$ cat config.mk
export PLATFORM = sky130hd
export DESIGN_NAME = rgbbc_pre
export DESIGN_NICKNAME = d
export VERILOG_FILES = /design/src/hdl/rgbbc_pkg.sv /design/src/hdl/rgbbc_pre.sv
export SDC_FILE = /design/constraint.sdc
export NUM_CORES = 2
export LEC_CHECK = 0
export BUFFER_PORTS_ARGS = -buffer_cell sky130_fd_sc_hd__buf_2
export CAP_MARGIN = 30
export CORE_ASPECT_RATIO = 0.5
export CORE_UTILIZATION = 50
export DETAILED_ROUTE_END_ITERATION = 8
export HOLD_SLACK_MARGIN = 0.03
export PLACE_DENSITY = 0.68
export SETUP_SLACK_MARGIN = 0.1
export SKIP_CTS_REPAIR_TIMING = 1
export SKIP_LAST_GASP = 1
export SYNTH_ARGS = -nofsm -noshare
export SYNTH_HDL_FRONTEND = slang
export SYNTH_SLANG_ARGS = --single-unit
$ cat constraint.sdc
create_clock -name clk_i -period 6.44 [get_ports clk_i]
set_input_delay 0.644 -clock clk_i [delete_from_list [all_inputs] [get_ports clk_i]]
set_output_delay 0.644 -clock clk_i [all_outputs]
set_load 0.01 [all_outputs]
$ cat src/hdl/rgbbc_pkg.sv
// ----------------------------------------------------------------------------
// RGB16 brightness/contrast package
// Widths, constants and shared types of the pixel adjust pipeline.
// ----------------------------------------------------------------------------
`timescale 1ns / 1ps
`default_nettype none

package rgbbc_pkg;

  localparam int unsigned PixW      = 16;
  localparam int unsigned BrightW   = 8;
  localparam int unsigned GainW     = 8;
  localparam int unsigned CfgDataW  = 8;
  localparam int unsigned CfgIdxW   = 1;
  localparam int unsigned NumCh     = 3;
  localparam int unsigned ProdW     = PixW + GainW;
  localparam int unsigned OffW      = BrightW + PixW;
  localparam int unsigned SumW      = 31;
  localparam int unsigned SumExtW   = SumW + 1;
  localparam int unsigned NumW      = SumW + PixW;
  localparam int unsigned PreStages = 4;
  localparam int unsigned DivSteps  = PixW;
  localparam int unsigned PipeDepth = PreStages + DivSteps;

  localparam logic [PixW-1:0]    FullScale     = '1;
  localparam logic [SumW-1:0]    FullScaleX100 = SumW'(6553500);
  localparam logic [SumExtW-1:0] Pct           = SumExtW'(100);
  localparam logic [BrightW-1:0] BrightReset   = BrightW'(100);
  localparam logic [GainW-1:0]   GainReset     = GainW'(1);

  typedef enum logic [CfgIdxW-1:0] {
    CfgBrightness = 1'b0,
    CfgContrast   = 1'b1
  } cfg_reg_e;

  typedef struct packed {
    logic [BrightW-1:0] brightness;
    logic [GainW-1:0]   gain;
  } cfg_t;

  // divider stage payload; channel 0 red, 1 green, 2 blue
  typedef struct packed {
    logic [SumW-1:0]                d;
    logic [NumCh-1:0][SumW-1:0]     rem;
    logic [NumCh-1:0][PixW-1:0]     lo;
    logic [NumCh-1:0][PixW-1:0]     q;
    logic [PixW-1:0]                alpha;
  } div_pl_t;

endpackage

`default_nettype wire

$ cat src/hdl/rgbbc_pre.sv
// ----------------------------------------------------------------------------
// RGB16 brightness/contrast front end
// Gain, offset and clamp, channel maximum, divisor and dividend setup.
// ----------------------------------------------------------------------------
`timescale 1ns / 1ps
`default_nettype none

module rgbbc_pre (
  input  wire logic                                      clk_i,
  input  wire logic                                      rst_ni,
  input  wire logic [rgbbc_pkg::PreStages-1:0]           en_i,
  input  wire logic                                      valid_i,
  input  wire logic [rgbbc_pkg::PixW-1:0]                red_i,
  input  wire logic [rgbbc_pkg::PixW-1:0]                green_i,
  input  wire logic [rgbbc_pkg::PixW-1:0]                blue_i,
  input  wire logic [rgbbc_pkg::PixW-1:0]                alpha_i,
  input  wire rgbbc_pkg::cfg_t                           cfg_i,
  output      logic [rgbbc_pkg::PreStages-1:0]           valid_o,
  output      rgbbc_pkg::div_pl_t                        pl_o
);

  logic [rgbbc_pkg::PreStages-1:0] v_q, v_d;

  logic [rgbbc_pkg::NumCh-1:0][rgbbc_pkg::PixW-1:0]  chan_in;
  logic [rgbbc_pkg::NumCh-1:0][rgbbc_pkg::ProdW-1:0] prod_q, prod_d;
  logic [rgbbc_pkg::OffW-1:0]                        boff_q, boff_d;
  logic [rgbbc_pkg::NumCh-1:0][rgbbc_pkg::SumW-1:0]  s1_q, s1_d;
  logic [rgbbc_pkg::NumCh-1:0][rgbbc_pkg::SumW-1:0]  s2_q;
  logic [rgbbc_pkg::SumW-1:0]                        m_q, m_d;
  logic [rgbbc_pkg::PixW-1:0]                        a0_q, a1_q, a2_q;
  rgbbc_pkg::div_pl_t                                pl_q, pl_d;

  assign chan_in = {blue_i, green_i, red_i};

  // stage 0: channel gain and brightness offset
  always_comb begin
    for (int i = 0; i < rgbbc_pkg::NumCh; i++) begin
      prod_d[i] = rgbbc_pkg::ProdW'(chan_in[i]) * rgbbc_pkg::ProdW'(cfg_i.gain);
    end
    boff_d = rgbbc_pkg::OffW'(cfg_i.brightness) * rgbbc_pkg::OffW'(rgbbc_pkg::FullScale);
  end

  // stage 1: sum in units of 1/100, clamp at zero
  always_comb begin
    logic [rgbbc_pkg::SumExtW-1:0] t;
    for (int i = 0; i < rgbbc_pkg::NumCh; i++) begin
      t = rgbbc_pkg::SumExtW'(prod_q[i]) * rgbbc_pkg::Pct + rgbbc_pkg::SumExtW'(boff_q);
      if (t > rgbbc_pkg::SumExtW'(rgbbc_pkg::FullScaleX100)) begin
        s1_d[i] = rgbbc_pkg::SumW'(t - rgbbc_pkg::SumExtW'(rgbbc_pkg::FullScaleX100));
      end else begin
        s1_d[i] = '0;
      end
    end
  end

  // stage 2: largest channel
  always_comb begin
    m_d = s1_q[0];
    if (s1_q[1] > m_d) begin
      m_d = s1_q[1];
    end
    if (s1_q[2] > m_d) begin
      m_d = s1_q[2];
    end
  end

  // stage 3: divisor is max(m, full scale); dividend is s * 65535
  always_comb begin
    logic [rgbbc_pkg::NumW-1:0] num;
    pl_d.d = (m_q > rgbbc_pkg::FullScaleX100) ? m_q : rgbbc_pkg::FullScaleX100;
    for (int i = 0; i < rgbbc_pkg::NumCh; i++) begin
      num = (rgbbc_pkg::NumW'(s2_q[i]) << rgbbc_pkg::PixW) - rgbbc_pkg::NumW'(s2_q[i]);
      pl_d.rem[i] = num[rgbbc_pkg::NumW-1:rgbbc_pkg::PixW];
      pl_d.lo[i]  = num[rgbbc_pkg::PixW-1:0];
      pl_d.q[i]   = '0;
    end
    pl_d.alpha = a2_q;
  end

  always_comb begin
    v_d = {v_q[rgbbc_pkg::PreStages-2:0], valid_i};
  end

  always_ff @(posedge clk_i or negedge rst_ni) begin
    if (!rst_ni) begin
      v_q <= '0;
    end else begin
      for (int k = 0; k < rgbbc_pkg::PreStages; k++) begin
        if (en_i[k]) begin
          v_q[k] <= v_d[k];
        end
      end
    end
  end

  always_ff @(posedge clk_i) begin
    if (en_i[0]) begin
      prod_q <= prod_d;
      boff_q <= boff_d;
      a0_q   <= alpha_i;
    end
    if (en_i[1]) begin
      s1_q <= s1_d;
      a1_q <= a0_q;
    end
    if (en_i[2]) begin
      s2_q <= s1_q;
      m_q  <= m_d;
      a2_q <= a1_q;
    end
    if (en_i[3]) begin
      pl_q <= pl_d;
    end
  end

  assign valid_o = v_q;
  assign pl_o    = pl_q;

endmodule

`default_nettype wire

# After elaboration in Yosys (flattened, before gate mapping)
# Index checks and enable logic that the tools add are counted.
totals:
  out_inout_bits: 240
  in_bits: 87
  word_cells: 50
  reg_bits: 553
op_classes:
  multipliers: 7
  n_mux: 2
  order_cmp: 6
  addsub: 9
op_table:
  columns: ["op", "n"]
  rows:
  - ["47-bit by 31-bit subtractor with 47-bit output", 3]
  - ["31-bit by 24-bit adder with 32-bit output", 3]
  - ["32-bit by 23-bit > comparator with 1-bit output (second input constant)", 3]
  - ["31-bit by 23-bit subtractor with 31-bit output (second input constant)", 3]
  - ["24-bit by 5-bit multiplier with 29-bit output (second input constant)", 3]
  - ["16-bit by 8-bit multiplier with 24-bit output", 3]
  - ["31-bit > comparator", 2]
  - ["31-bit 2-to-1 mux", 2]
  - ["31-bit by 23-bit > comparator with 1-bit output (second input constant)", 1]
  - ["8-bit by 16-bit multiplier with 24-bit output (second input constant)", 1]

# Depth between registers and ports, before layout
depth:
  word_depth: 4
  ltp_mapped: 29
  ltp_nobuf: 27

# Worst setup path after synthesis
# OpenSTA, ideal clock, no wires.
synth_path:
  path_type: "flip-flop to flip-flop"
  startpoint: "reg prod_q[8] (netlist bit)"
  endpoint: "reg s1_q[29] (netlist bit), data pin"
  path_stages_with_launch: 27
  setup_ns: 0.254
  t_arrival_ns: 5.957
  slack_ns: 0.229
  t_required_ns: 6.186
  n_path_buf: 1
  synth_period_minus_slack_ns: 6.211
  cell_sequence: "edfxtp_1 -> ha_1 -> ha_1 -> inv_1 -> fa_1 -> inv_1 -> ha_1 -> and3_4 -> a221o_1 -> a22o_1 -> o21a_1 -> o21a_1 -> o21ai_0 -> inv_1 -> nor2_1 -> ha_1 -> a31o_2 -> a21oi_1 -> o21a_1 -> o21ai_1 -> a21oi_1 -> nor2_1 -> or4_1 -> mux2_2 -> a2111oi_4 -> buf_6 -> o21ba_1"
synth_between:
  elab_chain_cells: 3
  word_cells_on_any_way: 4
  classes_between: "add/sub: 2; mul: 1; order compare: 1"
synth_lines:
  columns: ["element", "line", "rtl"]
  rows:
  - ["start: declaration", "rgbbc_pre.sv:25", "logic [rgbbc_pkg::NumCh-1:0][rgbbc_pkg::ProdW-1:0] prod_q, prod_d;"]
  - ["start signal: assignment", "rgbbc_pre.sv:98", "prod_q <= prod_d;"]
  - ["24-bit by 5-bit multiplier with 29-bit output *", "rgbbc_pre.sv:47", "t = rgbbc_pkg::SumExtW'(prod_q[i]) * rgbbc_pkg::Pct + rgbbc_pkg::SumExtW'(boff_q);"]
  - ["31-bit by 24-bit adder with 32-bit output *", "rgbbc_pre.sv:47", null]
  - ["31-bit by 23-bit subtractor with 31-bit output / 32-bit by 23-bit > comparator with 1-bit output (equally long branches)", "rgbbc_pre.sv:49, rgbbc_pre.sv:48", null]
  - ["end signal: assignment", "rgbbc_pre.sv:103", "s1_q <= s1_d;"]
  - ["end: declaration", "rgbbc_pre.sv:27", "logic [rgbbc_pkg::NumCh-1:0][rgbbc_pkg::SumW-1:0] s1_q, s1_d;"]
# Every way passes the cells marked *; elsewhere a longest branch is shown, timed or not.
# A chain may end at the register's enable or synchronous reset.

# Final worst setup path
layout_path:
  startpoint: "reg prod_q[9] (netlist bit)"
  endpoint: "reg s1_q[29] (netlist bit), data pin"
# The elaborated chain is that of the path after synthesis.

==> flow_metrics.py <==
metrics = {
    "outcome": {
        "status": "completed",
    },
    "route": {
        "dr_total_vias": 37000,
        "post-route-drc-count": 0,
        "via_per_inst": 5.46,
        "drt_iter0_drc": 2511,
        "wl_met3_um": 7290,
        "drt-wirelength-per-cell_um": 18.2,
        "antenna_left": 0,
        "top_layer": "met5",
        "met1_length_um": 59600,
        "dr_wl_met2_um": 53900,
        "first_pass_iters": 5,
        "drt_wl_total_um": 124000,
    },
    "synth": {
        "synthTopCellsByCount": "inv_1, ha_1, edfxtp_1, nand2_1, fa_1",
        "synth_cells": 5005,
        "yosys_warnings": 0,
        "netlist_top_cells_area": "edfxtp_1, ha_1, fa_1",
        "yosysSeqAreaShare": 0.327,
        "syn_area_mm2": 0.0507,
        "synth_simple_gate_area_frac": 0.136,
        "synthMuxAreaShare": 0.0158,
        "synth.most_common_cell": "inv_1",
        "synthXorXnorAreaFrac": 0.0634,
        "synth_top_family_by_area": "adder cells",
        "synth-edff-count": 549,
        "synthAdderAreaFrac": 0.281,
        "synth-main-ff-cell": "edfxtp_1",
        "synthDistinctLibCells": 101,
        "synth_top_area_share": 0.325,
        "synth-seq-cells": 553,
        "synth_compound_area_frac": 0.106,
        "synth_area_leader_cell": "edfxtp_1",
        "async_reset_ff_frac": 0.00723,
        "synth_area_per_cell_um2": 10.1,
    },
    "sta": {
        "hold_violations": 0,
        "setup_violations": 0,
        "skew_ns": 0.0230,
        "max-slew-margin-rel": 0.343,
        "rsz0062_at_grt": "true",
        "slew_viol_final": 0,
        "final.min_clock_period_ns": 6.24,
        "period_share": 0.969,
        "max_freq_mhz": 160,
        "setup_tns_ns": 0,
        "tightestPinTransition_ns": 0.975,
    },
    "critical_path": {
        "cp_max_fo": 4,
        "crit_path_max_incr_delay_ns": 0.51,
        "crit_path_start_kind": "register",
        "critical_path_class": "reg -> reg",
        "critPathSlowestCell": "fa_1",
        "end_kind": "register",
        "cp.arrival_ns": 6.62,
        "crit_required_ns": 6.82,
    },
    "global_routing": {
        "antenna_found_initial": 11,
        "grt_usage": 0.232,
        "grt_max_degree": 148,
        "globalRouteOverflowTotal": 0,
        "grt_pass1_wl_um": 191000,
        "grt_pass1_vias": 35600,
    },
    "cts": {
        "path_clk_slew_ns": 0.06,
        "clock_sinks": 553,
        "htree_num_levels": 2,
        "root_buffer": "clkbuf_16",
        "cts_made_buffers": 53,
        "cts_buffer_depth": 3,
        "cts_tree": "built",
        "clk-insertion-delay-late_ns": 0.65,
    },
    "final_layout": {
        "area_growth_pct": 12.5,
        "drive_above_1_share": 0.127,
        "fin_nets": 6408,
        "final_cell_area_mm2": 0.0570,
    },
    "job": {
        "drv_cap": 0,
    },
    "floorplanning": {
        "row_count": 82,
        "core-area_mm2": 0.100,
        "ioPinCount": 327,
        "fp.dieH_um": 227,
        "fp.dieW_um": 452,
        "die_area_mm2": 0.103,
        "start_util": 0.506,
    },
    "placement": {
        "place_area_mm2": 0.0539,
        "placement.io_buffers": 278,
        "gp_congestion": 0.966,
        "dp_hpwl_um": 100000,
    },
    "min_path": {
        "hp-class": "in -> reg",
    },
}
## per-stage QoR
| stage | util | worst slack, ns | instances | hold WS (ns) |
|---|---|---|---|---|
| after CTS | 0.556 | -0.144 | 6718 | -0.232 |
| final | 0.569 | 0.201 | 6783 | 0.188 |
| after global routing | 0.568 | -0.0286 | 6778 | 0.162 |
| after detailed placement | 0.538 | -0.121 | 6620 | 0.405 |
| after global placement | 0.538 | 0.0103 | 6618 | 0.400 |
| after floorplan | - | 0.229 | 5052 | 0.348 |
## final cells by class
| class | count | area [µm²] |
|---|---|---|
| Antenna cell | 8 | 20.0 |
| Clock buffer | 64 | 1370 |
| Clock inverter | 34 | 422 |
| Fill cell | 8493 | 43200 |
| Inverter | 762 | 2860 |
| Multi-Input combinational cell | 3599 | 31500 |
| Sequential cell | 553 | 16600 |
| Tap cell | 1344 | 1680 |
| Timing Repair Buffer | 419 | 2610 |
## per-layer routing
metal,vias up,GRT usage
met2,1043,0.358
met3,183,0.0352
met1,18000,0.344
met5,-,0
met4,8,0.0536
li1,17900,-
## cell families (layout without fill, tap and decap cells)
logic type / count (synthesis) / count (layout)
buffers and inverters: 900 / 1279
other: 1 / 56
multiplexers: 79 / 79
AND/OR/NAND/NOR: 1374 / 1374
AO/OA/AOI/OAI: 800 / 800
XOR/XNOR: 365 / 365
flip-flops: 553 / 553
adder cells (fa/ha/maj): 933 / 933
## worst paths after layout
kind                                          start                      to  slack, ns  depth (start not counted)
worst max-delay path            prod_q[9]$_DFFE_PP_  s1_q[29]$_SDFFCE_PP0P_       0.20                         27
worst min-delay path                    alpha_i[11]      a0_q[11]$_DFFE_PP_       0.19                          1
worst max register to register  prod_q[9]$_DFFE_PP_  s1_q[29]$_SDFFCE_PP0P_       0.20                         27
worst min register to register    a0_q[4]$_DFFE_PP_       a1_q[4]$_DFFE_PP_       0.42                          0
max in group asynchronous                    rst_ni  valid_o[3]$_DFFE_PN0P_       5.94                          2
min in group asynchronous                    rst_ni  valid_o[2]$_DFFE_PN0P_       0.38                          2
## cells in the final DEF (no fill, tap or decap), types with 12 or more instances in the layout
cell type	n
or3_1	28
nand2b_1	52
o21bai_1	23
and3_1	29
ha_2	12
o21a_1	47
a21o_1	102
a31oi_1	23
a21oi_1	195
nand3_1	86
inv_1	756
a21oi_2	17
buf_4	127
nor4_1	32
clkbuf_16	55
nor2_1	280
ha_4	14
a31o_2	12
a211oi_1	30
edfxtp_1	549
buf_2	276
o31ai_1	15
conb_1	48
xor2_1	97
fa_1	339
o21ai_1	20
nand4_1	49
mux2i_1	68
o211ai_1	25
or2_2	12
nor2b_1	43
nor3_1	85
and2_1	219
a21boi_0	13
xnor2_1	254
o21ai_0	131
nand2_1	368
ha_1	566
## critical path, delay by kind of cell (launching register included)
kind / cells / cell delay [ns]
buffers and inverters: 5 / 0.55
adders and majority gates: 5 / 1.62
AOI/OAI and AO/OA: 11 / 2.09
muxes: 1 / 0.29
and+or+nand+nor: 5 / 1.00
DFF: 1 / 0.42
## sequential cells by signal, summed over array words and instances, names as in the netlist
register	count
prod_q	72
a1_q	16
s2_q	93
s1_q	93
m_q	31
boff_q	24
a2_q	16
pl_o	188
a0_q	16
valid_o	4
Power is not shown: default switching activity piles up to over one toggle a cycle in this logic, so the estimate is an artifact.
