### src/hdl/rgbbc_pkg.sv
// ----------------------------------------------------------------------------
// RGB16 brightness/contrast package
// Widths, constants and shared types of the pixel adjust pipeline.
// ----------------------------------------------------------------------------
`timescale 1ns / 1ps
`default_nettype none

package rgbbc_pkg;

  localparam int unsigned PixW      = 16;
  localparam int unsigned BrightW   = 8;
  localparam int unsigned GainW     = 8;
  localparam int unsigned CfgDataW  = 8;
  localparam int unsigned CfgIdxW   = 1;
  localparam int unsigned NumCh     = 3;
  localparam int unsigned ProdW     = PixW + GainW;
  localparam int unsigned OffW      = BrightW + PixW;
  localparam int unsigned SumW      = 31;
  localparam int unsigned SumExtW   = SumW + 1;
  localparam int unsigned NumW      = SumW + PixW;
  localparam int unsigned PreStages = 4;
  localparam int unsigned DivSteps  = PixW;
  localparam int unsigned PipeDepth = PreStages + DivSteps;

  localparam logic [PixW-1:0]    FullScale     = '1;
  localparam logic [SumW-1:0]    FullScaleX100 = SumW'(6553500);
  localparam logic [SumExtW-1:0] Pct           = SumExtW'(100);
  localparam logic [BrightW-1:0] BrightReset   = BrightW'(100);
  localparam logic [GainW-1:0]   GainReset     = GainW'(1);

  typedef enum logic [CfgIdxW-1:0] {
    CfgBrightness = 1'b0,
    CfgContrast   = 1'b1
  } cfg_reg_e;

  typedef struct packed {
    logic [BrightW-1:0] brightness;
    logic [GainW-1:0]   gain;
  } cfg_t;

  // divider stage payload; channel 0 red, 1 green, 2 blue
  typedef struct packed {
    logic [SumW-1:0]                d;
    logic [NumCh-1:0][SumW-1:0]     rem;
    logic [NumCh-1:0][PixW-1:0]     lo;
    logic [NumCh-1:0][PixW-1:0]     q;
    logic [PixW-1:0]                alpha;
  } div_pl_t;

endpackage

`default_nettype wire

### src/hdl/rgbbc_div_step.sv
// ----------------------------------------------------------------------------
// RGB16 brightness/contrast divider step
// One restoring division step per channel: one quotient bit per stage.
// ----------------------------------------------------------------------------
`timescale 1ns / 1ps
`default_nettype none

module rgbbc_div_step (
  input  wire logic               clk_i,
  input  wire logic               rst_ni,
  input  wire logic               en_i,
  input  wire logic               valid_i,
  input  wire rgbbc_pkg::div_pl_t pl_i,
  output      logic               valid_o,
  output      rgbbc_pkg::div_pl_t pl_o
);

  logic               v_q;
  rgbbc_pkg::div_pl_t pl_q, pl_d;

  always_comb begin
    logic [rgbbc_pkg::SumExtW-1:0] sh;
    logic [rgbbc_pkg::SumExtW-1:0] dx;
    logic                          ge;
    dx = rgbbc_pkg::SumExtW'(pl_i.d);
    pl_d = pl_i;
    for (int i = 0; i < rgbbc_pkg::NumCh; i++) begin
      sh = {pl_i.rem[i], pl_i.lo[i][rgbbc_pkg::PixW-1]};
      ge = (sh >= dx);
      // partial remainder stays below the divisor
      pl_d.rem[i] = ge ? rgbbc_pkg::SumW'(sh - dx) : rgbbc_pkg::SumW'(sh);
      pl_d.lo[i]  = {pl_i.lo[i][rgbbc_pkg::PixW-2:0], 1'b0};
      pl_d.q[i]   = {pl_i.q[i][rgbbc_pkg::PixW-2:0], ge};
    end
  end

  always_ff @(posedge clk_i or negedge rst_ni) begin
    if (!rst_ni) begin
      v_q <= 1'b0;
    end else if (en_i) begin
      v_q <= valid_i;
    end
  end

  always_ff @(posedge clk_i) begin
    if (en_i) begin
      pl_q <= pl_d;
    end
  end

  assign valid_o = v_q;
  assign pl_o    = pl_q;

endmodule

`default_nettype wire

### config.mk
export PLATFORM = sky130hd
export DESIGN_NAME = rgbbc_div_step
export DESIGN_NICKNAME = d
export VERILOG_FILES = /design/src/hdl/rgbbc_pkg.sv /design/src/hdl/rgbbc_div_step.sv
export SDC_FILE = /design/constraint.sdc
export NUM_CORES = 1
export LEC_CHECK = 0
export BUFFER_PORTS_ARGS = -buffer_cell sky130_fd_sc_hd__buf_2
export CORE_AREA = 2 2 184 186
export DETAILED_ROUTE_END_ITERATION = 8
export DIE_AREA = 0 0 186 188
export PLACE_DENSITY = 0.67
export SKIP_CTS_REPAIR_TIMING = 1
export SLEW_MARGIN = 0
export SYNTH_ARGS = -nofsm -noshare
export SYNTH_HDL_FRONTEND = slang
export SYNTH_SLANG_ARGS = --single-unit
### constraint.sdc
create_clock -name clk_i -period 0.9 [get_ports clk_i]
set_clock_uncertainty 0.15 [all_clocks]
set_input_delay 0.135 -clock clk_i [delete_from_list [all_inputs] [get_ports clk_i]]
set_output_delay 0.135 -clock clk_i [all_outputs]
set_load 0.01 [all_outputs]
## Word level (Yosys, flattened, before mapping)

Cells that the tools add are included.

- Flip-flop bits (word level): 234
- Output and inout bits: 237
- Logic and storage cells: 21

- Add/subtract/negate cells: 3
- Order comparisons: 3
- Muxes and demuxes: 3

Operator list:

| cell | number |
|---|---|
| $ge A32 B31 Y1 | 3 |
| $mux W31 | 3 |
| $sub A31 B31 Y31 | 3 |

## Logic depth before layout (Yosys ltp)

Gate-level depths: netlist of the first run.

- Depth after elaboration: 2
- Gate-level depth with buffers: 14
- Mapped depth without buffers: 13

## Least setup slack after synthesis of the first run

No wires, ideal clock.

- Path type: input port to flip-flop
- From: in pl_i[79] (netlist bit)
- To: reg pl_q, in the netlist pl_o[118] (data pin)
- Library setup time: 0.260 ns
- Arrival: 2.441 ns
- Data required time: 0.490 ns
- Path slack: -1.951 ns
- Stages: 13
- Cell sequence: inv_1 ha_1 fa_1 nor2b_1 o31ai_2 a2111o_1 nand2_1 a21oi_1 o21bai_1 a41o_1 buf_2 buf_4 mux2_2

RTL lines:

| element | line | text |
|---|---|---|
| from (decl) | rgbbc_div_step.sv:13 | `input wire rgbbc_pkg::div_pl_t pl_i,` |
| to (signal assigned) | rgbbc_div_step.sv:47 | `pl_q <= pl_d;` |
| to (decl) | rgbbc_div_step.sv:19 | `rgbbc_pkg::div_pl_t pl_q, pl_d;` |

==> flow_metrics.py, run 1 <==
metrics = {
    "run_status": {
        "status": "finished with violations",
        "violations": "hold timing, setup timing",
    },
    "synthesis": {
        "synth_seq_cells": 234,
        "yosysMostFrequentCell": "edfxtp_1",
        "yosysTopAreaCellShare": 0.538,
        "yosys-top-cells-count": "233 x edfxtp_1, 103 x nand2_1, 93 x ha_1, 93 x o21ai_0, 90 x a21oi_1",
        "ys_async_sr_fraction": 0.00427,
        "netlist_area_sq_mm": 0.0130,
        "syn_area_per_cell_sq_um": 11.5,
        "synth-xor-area-share": 0.0532,
        "yosysWarnings": 0,
        "ys_top_cells_by_area": "edfxtp_1 54%, ha_1 8.9%, o21ai_0 3.6%",
        "synth_fa_ha_area_frac": 0.0940,
        "netlist-cell-type-count": 77,
        "synth_simple_gate_area_share": 0.0998,
        "synth_cells": 1130,
        "seq_area_frac_synth": 0.540,
        "yosysTopAreaCell": "edfxtp_1",
        "synth_compound_area_frac": 0.166,
        "synth_top_flop_cell": "edfxtp_1",
        "synth_edf_count": 233,
        "synth_top_family_by_area": "compound AO/OA/AOI/OAI gates",
        "muxShareOfSynthArea": 0.0163,
    },
    "cts": {
        "clkLatencyLatePin_ns": 0.55,
        "cts_max_level": 1,
        "clock-sinks": 234,
        "clk_pin_slew_ns": 0.06,
        "cts_tree": "done",
        "clock_path_buffers": 3,
        "cts_root_buf": "clkbuf_16",
        "cts_buffers": 27,
    },
    "setup_path": {
        "rrSetupSlack_ns": 0.01,
        "worstSetupPathType": "primary input to register",
        "cp_num_buf_inv": 5,
        "cp_cell_sequence": "buf_2 -> inv_1 -> buf_4 -> ha_4 -> and3_1 -> nand4_1 -> nor3_2 -> buf_4 -> a21oi_2 -> o21bai_1 -> a41o_2 -> buf_12 -> mux2_2",
        "startpoint_type": "primary input",
        "arrival_ns": 2.52,
        "crit_family": "buffers and inverters",
        "crit_fanout": 12,
        "slowest_delay_ns": 0.33,
        "critical_path_required_ns": 1.05,
        "worstSetupEndpointType": "register",
        "path_common_cell": "buf_4",
        "slowest_stage": "mux2_2",
    },
    "timing": {
        "fin_tns_setup_ns": -234.45,
        "finalSetupViolCount": 330,
        "hold_violations": 81,
        "worst_slew_pin_slew_ns": 0.554,
        "final.min_clock_period_ns": 2.37,
        "hold_slack_ns": -0.362,
        "maxSlewViolCount": 0,
        "setup_ws_ns": -1.47,
        "max_freq_ghz": 0.422,
        "rsz0062_at_grt": "true",
        "finalCritPeriodShare": 2.63,
        "relSlewSlack": 0.626,
    },
    "grt": {
        "grt_max_degree": 43,
        "first_global_vias": 12100,
        "grt_pass1_wl_microns": 67700,
        "antenna_found_initial": 13,
        "grt-ovfl-total": 0,
        "grt_usage": 0.256,
    },
    "detailed_routing": {
        "drt-met1-wl_microns": 20700,
        "drt_pass1_iterations": 5,
        "drt-initial-drc-count": 659,
        "drtAntennaViolNets": 0,
        "dr_wl_met2_microns": 28500,
        "drc": 0,
        "wl_met3_microns": 4090,
        "wl_microns": 56500,
        "via_per_inst": 5.20,
        "top_layer_used": "met5",
        "dr_total_vias": 13900,
        "post_drt_wl_per_cell_microns": 21.2,
    },
    "die": {
        "ioPinCount": 477,
        "core_area_sq_mm": 0.0331,
        "die_w_microns": 186,
        "rows": 67,
        "die_y_microns": 188,
        "die_area_sq_mm": 0.0350,
        "start_util": 0.393,
    },
    "power": {
        "pwr-share-seq": 0.361,
        "pwr-share-comb": 0.330,
        "vdd_drop_max_uv": 1340,
        "internal-power_mw": 27.1,
        "clkPwrFrac": 0.309,
        "power.switching_mw": 11.4,
        "swShare": 0.297,
        "power_leakage_nw": 10.7,
        "fin_total_pwr_mw": 38.5,
        "p_per_area_mw_per_mm2": 1620,
    },
    "hold_path": {
        "worstHoldPathType": "primary input to register",
    },
    "placed_design": {
        "dp_slack_ns": -2.13,
        "io_buffer_count": 470,
        "dp_hpwl_microns": 38300,
        "routabilityCongestion": 0.931,
    },
    "job": {
        "maxCapViolations": 0,
    },
    "cells_and_area": {
        "finalNetCount": 2533,
        "drive_gt1_frac": 0.518,
        "area_growth_pct": 82.9,
    },
}
## metrics by stage
step	cells	instance area [sq um]	util
after floorplan	1132	13400	-
after global placement	2356	18800	0.568
after detailed placement	2356	18800	0.568
after CTS	2406	19700	0.596
after global routing	2671	23800	0.719
final	2673	23800	0.719
## per-layer routing
metal  vias to the layer above  global-route usage
li1                       6396                   -
met1                      6704               0.290
met2                       630               0.452
met3                       169              0.0573
met4                        10               0.124
met5                         -                   0
## registers in the layout (all words and copies together) (netlist names)
| name | flops |
|---|---|
| valid_o | 1 |
| pl_o | 233 |
## power by group through the flow
stage	Clock [mW]	Sequential, mW	Combinational [mW]
4_1_cts	12.0	13.8	9.89
3_3_place_gp	0	14.1	9.67
6_report	11.9	13.9	12.7
5_1_grt	12.4	14.0	13.5
3_5_place_dp	0	14.0	9.84
2_1_floorplan	0	14.7	4.16
## layout make-up
| class | instances | area [sq um] |
|---|---|---|
| diodes | 7 | 17.5 |
| clock buffers | 30 | 697 |
| clock inverters | 20 | 253 |
| fillers | 2203 | 9310 |
| inverters | 57 | 297 |
| multi-input cells | 804 | 6730 |
| flip-flops and latches | 234 | 7020 |
| well taps | 448 | 561 |
| repair buffers | 1073 | 8220 |
## cell families after synthesis
kind of cell | Yosys count
xor+xnor | 79
fa+ha+maj | 96
compound gates | 336
flops | 234
simple gates | 272
mux | 18
other cells | 1
buf+inv | 94
## final timing paths
kind / startpoint / end / cells after the start
hold / removal: pl_i[205] / pl_o[205] / 1
min in group asynchronous: rst_ni / valid_o / 3
max in group asynchronous: rst_ni / valid_o / 3
setup reg to reg: valid_o / valid_o / 1
setup / recovery: pl_i[215] / pl_o[115] / 13
hold reg to reg: valid_o / valid_o / 1
## cells in the final DEF (no fill, tap or decap), types with 34 or more instances in the layout
cell,instances
a21oi_1,69
buf_6,55
xor2_1,41
nor2_1,47
nand2_1,78
dlygate4sd3_1,208
a21o_1,49
buf_4,343
xnor2_1,34
ha_1,65
o21ai_2,42
buf_2,426
clkbuf_16,37
edfxtp_1,233
Note: power is estimated with default switching activity, not from simulation.
==> run 2: changes to the inputs <==
PLACE_DENSITY = 0.64   (was 0.67)
RECOVER_POWER = 25   (was unset)
clock period = 2.9 ns   (was 0.9 ns; I/O delays follow)
==> run 2 against run 1 <==
Net effect:
- the run ends with capacitance limit, slew limit left
- wire length fell by 16%
- largest power group unchanged
- via count fell by 12%
- clock power fell by 71%
- worst hold slack improved by 0.40 ns
- first-iteration DRC count fell by 29%
- combinational power fell by 76%
- core utilization fell by 11 points
- total power fell by 72%
- largest cell class is now registers
- count of clock-buffer cells in the layout rose by 6
==> flow_metrics.py, run 2 (synthesis gave the netlist of run 1 again) <==
metrics = {
    "placed_design": {
        "dp_hpwl_microns": 36800,
        "io_buffer_count": 470,
        "dp_slack_ns": -0.450,
        "routabilityCongestion": 0.899,
        "placed_cell_area_sq_mm": 0.0179,
    },
    "die": {
        "start_util": 0.393,
        "rows": 67,
        "die_area_sq_mm": 0.0350,
        "ioPinCount": 477,
        "die_w_microns": 186,
        "core_area_sq_mm": 0.0331,
        "die_y_microns": 188,
    },
    "cts": {
        "cts_buffers": 27,
        "clock_path_buffers": 3,
        "cts_root_buf": "clkbuf_16",
        "cts_tree": "done",
        "cts_max_level": 1,
        "clk_pin_slew_ns": 0.06,
        "clkLatencyLatePin_ns": 0.54,
        "clock-sinks": 234,
    },
    "setup_path": {
        "slowest_delay_ns": 0.46,
        "r2r-start": "valid_o",
        "worstSetupPathType": "primary input to register",
        "cp_num_buf_inv": 2,
        "crit_family": "compound AO/OA/AOI/OAI gates",
        "arrival_ns": 2.93,
        "critical_path_required_ns": 3.03,
        "cp.depth": 12,
        "worstSetupEndpointType": "register",
        "crit_fanout": 7,
        "slowest_stage": "a2111o_1",
        "startpoint_type": "primary input",
        "r2r-end": "valid_o",
        "cp_cell_sequence": "buf_2 -> ha_4 -> fa_2 -> nor2b_4 -> o31ai_4 -> a2111o_1 -> nand2_1 -> a21oi_1 -> o21bai_1 -> a41o_2 -> buf_4 -> mux2_4",
        "rrSetupSlack_ns": 2.00,
        "rr_worst_depth": 1,
    },
    "detailed_routing": {
        "drt_pass1_iterations": 5,
        "wl_microns": 47600,
        "via_per_inst": 4.98,
        "dr_total_vias": 12300,
        "drtAntennaViolNets": 0,
        "drc": 0,
        "drt-initial-drc-count": 471,
        "post_drt_wl_per_cell_microns": 19.3,
    },
    "cells_and_area": {
        "layout_commonest_cell": "buf_2",
        "finalNetCount": 2327,
        "area_growth_pct": 55.4,
        "fill_cells": 2731,
        "multi_input_area_sq_mm": 0.00575,
        "largest_reg_flops": 233,
        "mostFrequentLayoutCells": "454 x buf_2, 255 x buf_4, 233 x edfxtp_1",
        "drive_gt1_frac": 0.406,
        "final_area_sq_mm": 0.0202,
        "regArea_sq_mm": 0.00702,
    },
    "timing": {
        "finalSetupViolCount": 0,
        "final.min_clock_period_ns": 2.80,
        "hold_violations": 0,
        "max_freq_ghz": 0.357,
        "setup_ws_ns": 0.102,
        "maxSlewViolCount": 66,
        "fin_tns_setup_ns": 0,
        "rsz0062_at_grt": "true",
        "finalCritPeriodShare": 0.965,
        "relSlewSlack": -0.353,
        "worst_slew_pin_slew_ns": 2.03,
    },
    "hold_path": {
        "holdCritStartpoint": "pl_i[95]",
        "hold_path_end": "pl_o[143]",
        "hold_depth": 3,
        "worstHoldPathType": "primary input to register",
    },
    "power": {
        "p_per_area_mw_per_mm2": 534,
        "power_leakage_nw": 9.26,
        "vdd_drop_max_uv": 359,
    },
    "run_status": {
        "violations": "capacitance limit, slew limit",
        "status": "finished with violations",
    },
    "grt": {
        "grt-ovfl-total": 0,
        "antenna_found_initial": 16,
        "grt_usage": 0.246,
        "grt_max_degree": 70,
        "grt_pass1_wl_microns": 65200,
        "first_global_vias": 11600,
    },
    "job": {
        "maxCapViolations": 1,
    },
}
run 2: metal layers:
layer | wire (microns) | track usage | vias up
li1 | - | - | 5961
met1 | 18800 | 0.289 | 5803
met2 | 23200 | 0.440 | 414
met3 | 3370 | 0.0575 | 115
met4 | 2120 | 0.0784 | 10
met5 | 67 | 0 | -
run 2: cell type report:
class,count,share of cell area
clock inverters,13,0.00761
inverters,57,0.0112
diodes,10,0.00124
flip-flops and latches,234,0.347
well taps,448,0.0277
repair buffers,867,0.284
multi-input cells,804,0.284
clock buffers,36,0.0366
run 2: where the power goes:
group          total [mW]  switching, mW  internal, mW
clock network        3.47           1.41          2.06
registers            4.30          0.104          4.19
logic                3.02           1.56          1.46
total                10.8           3.08          7.71
run 2: through the flow:
stage	hold slack (ns)	utilization	total power, mW	instances
3_5_place_dp	0.0604	0.542	7.20	2275
2_1_floorplan	-0.0106	-	5.77	1132
4_1_cts	-0.518	0.569	10.7	2324
5_1_grt	0.0248	0.610	11.3	2465
6_report	0.0348	0.611	10.8	2469
3_3_place_gp	0.0602	0.542	7.17	2275
run 2: worst max-delay path by stage:
stage | end | slack (ns) | startpoint
after floorplan | pl_o[118] | -0.12 | pl_i[79]
after global placement | pl_o[171] | -0.42 | pl_i[205]
after detailed placement | pl_o[141] | -0.45 | pl_i[205]
after CTS | pl_o[171] | 0.10 | pl_i[205]
after global routing | pl_o[171] | -0.04 | pl_i[205]
final | pl_o[141] | 0.10 | pl_i[205]
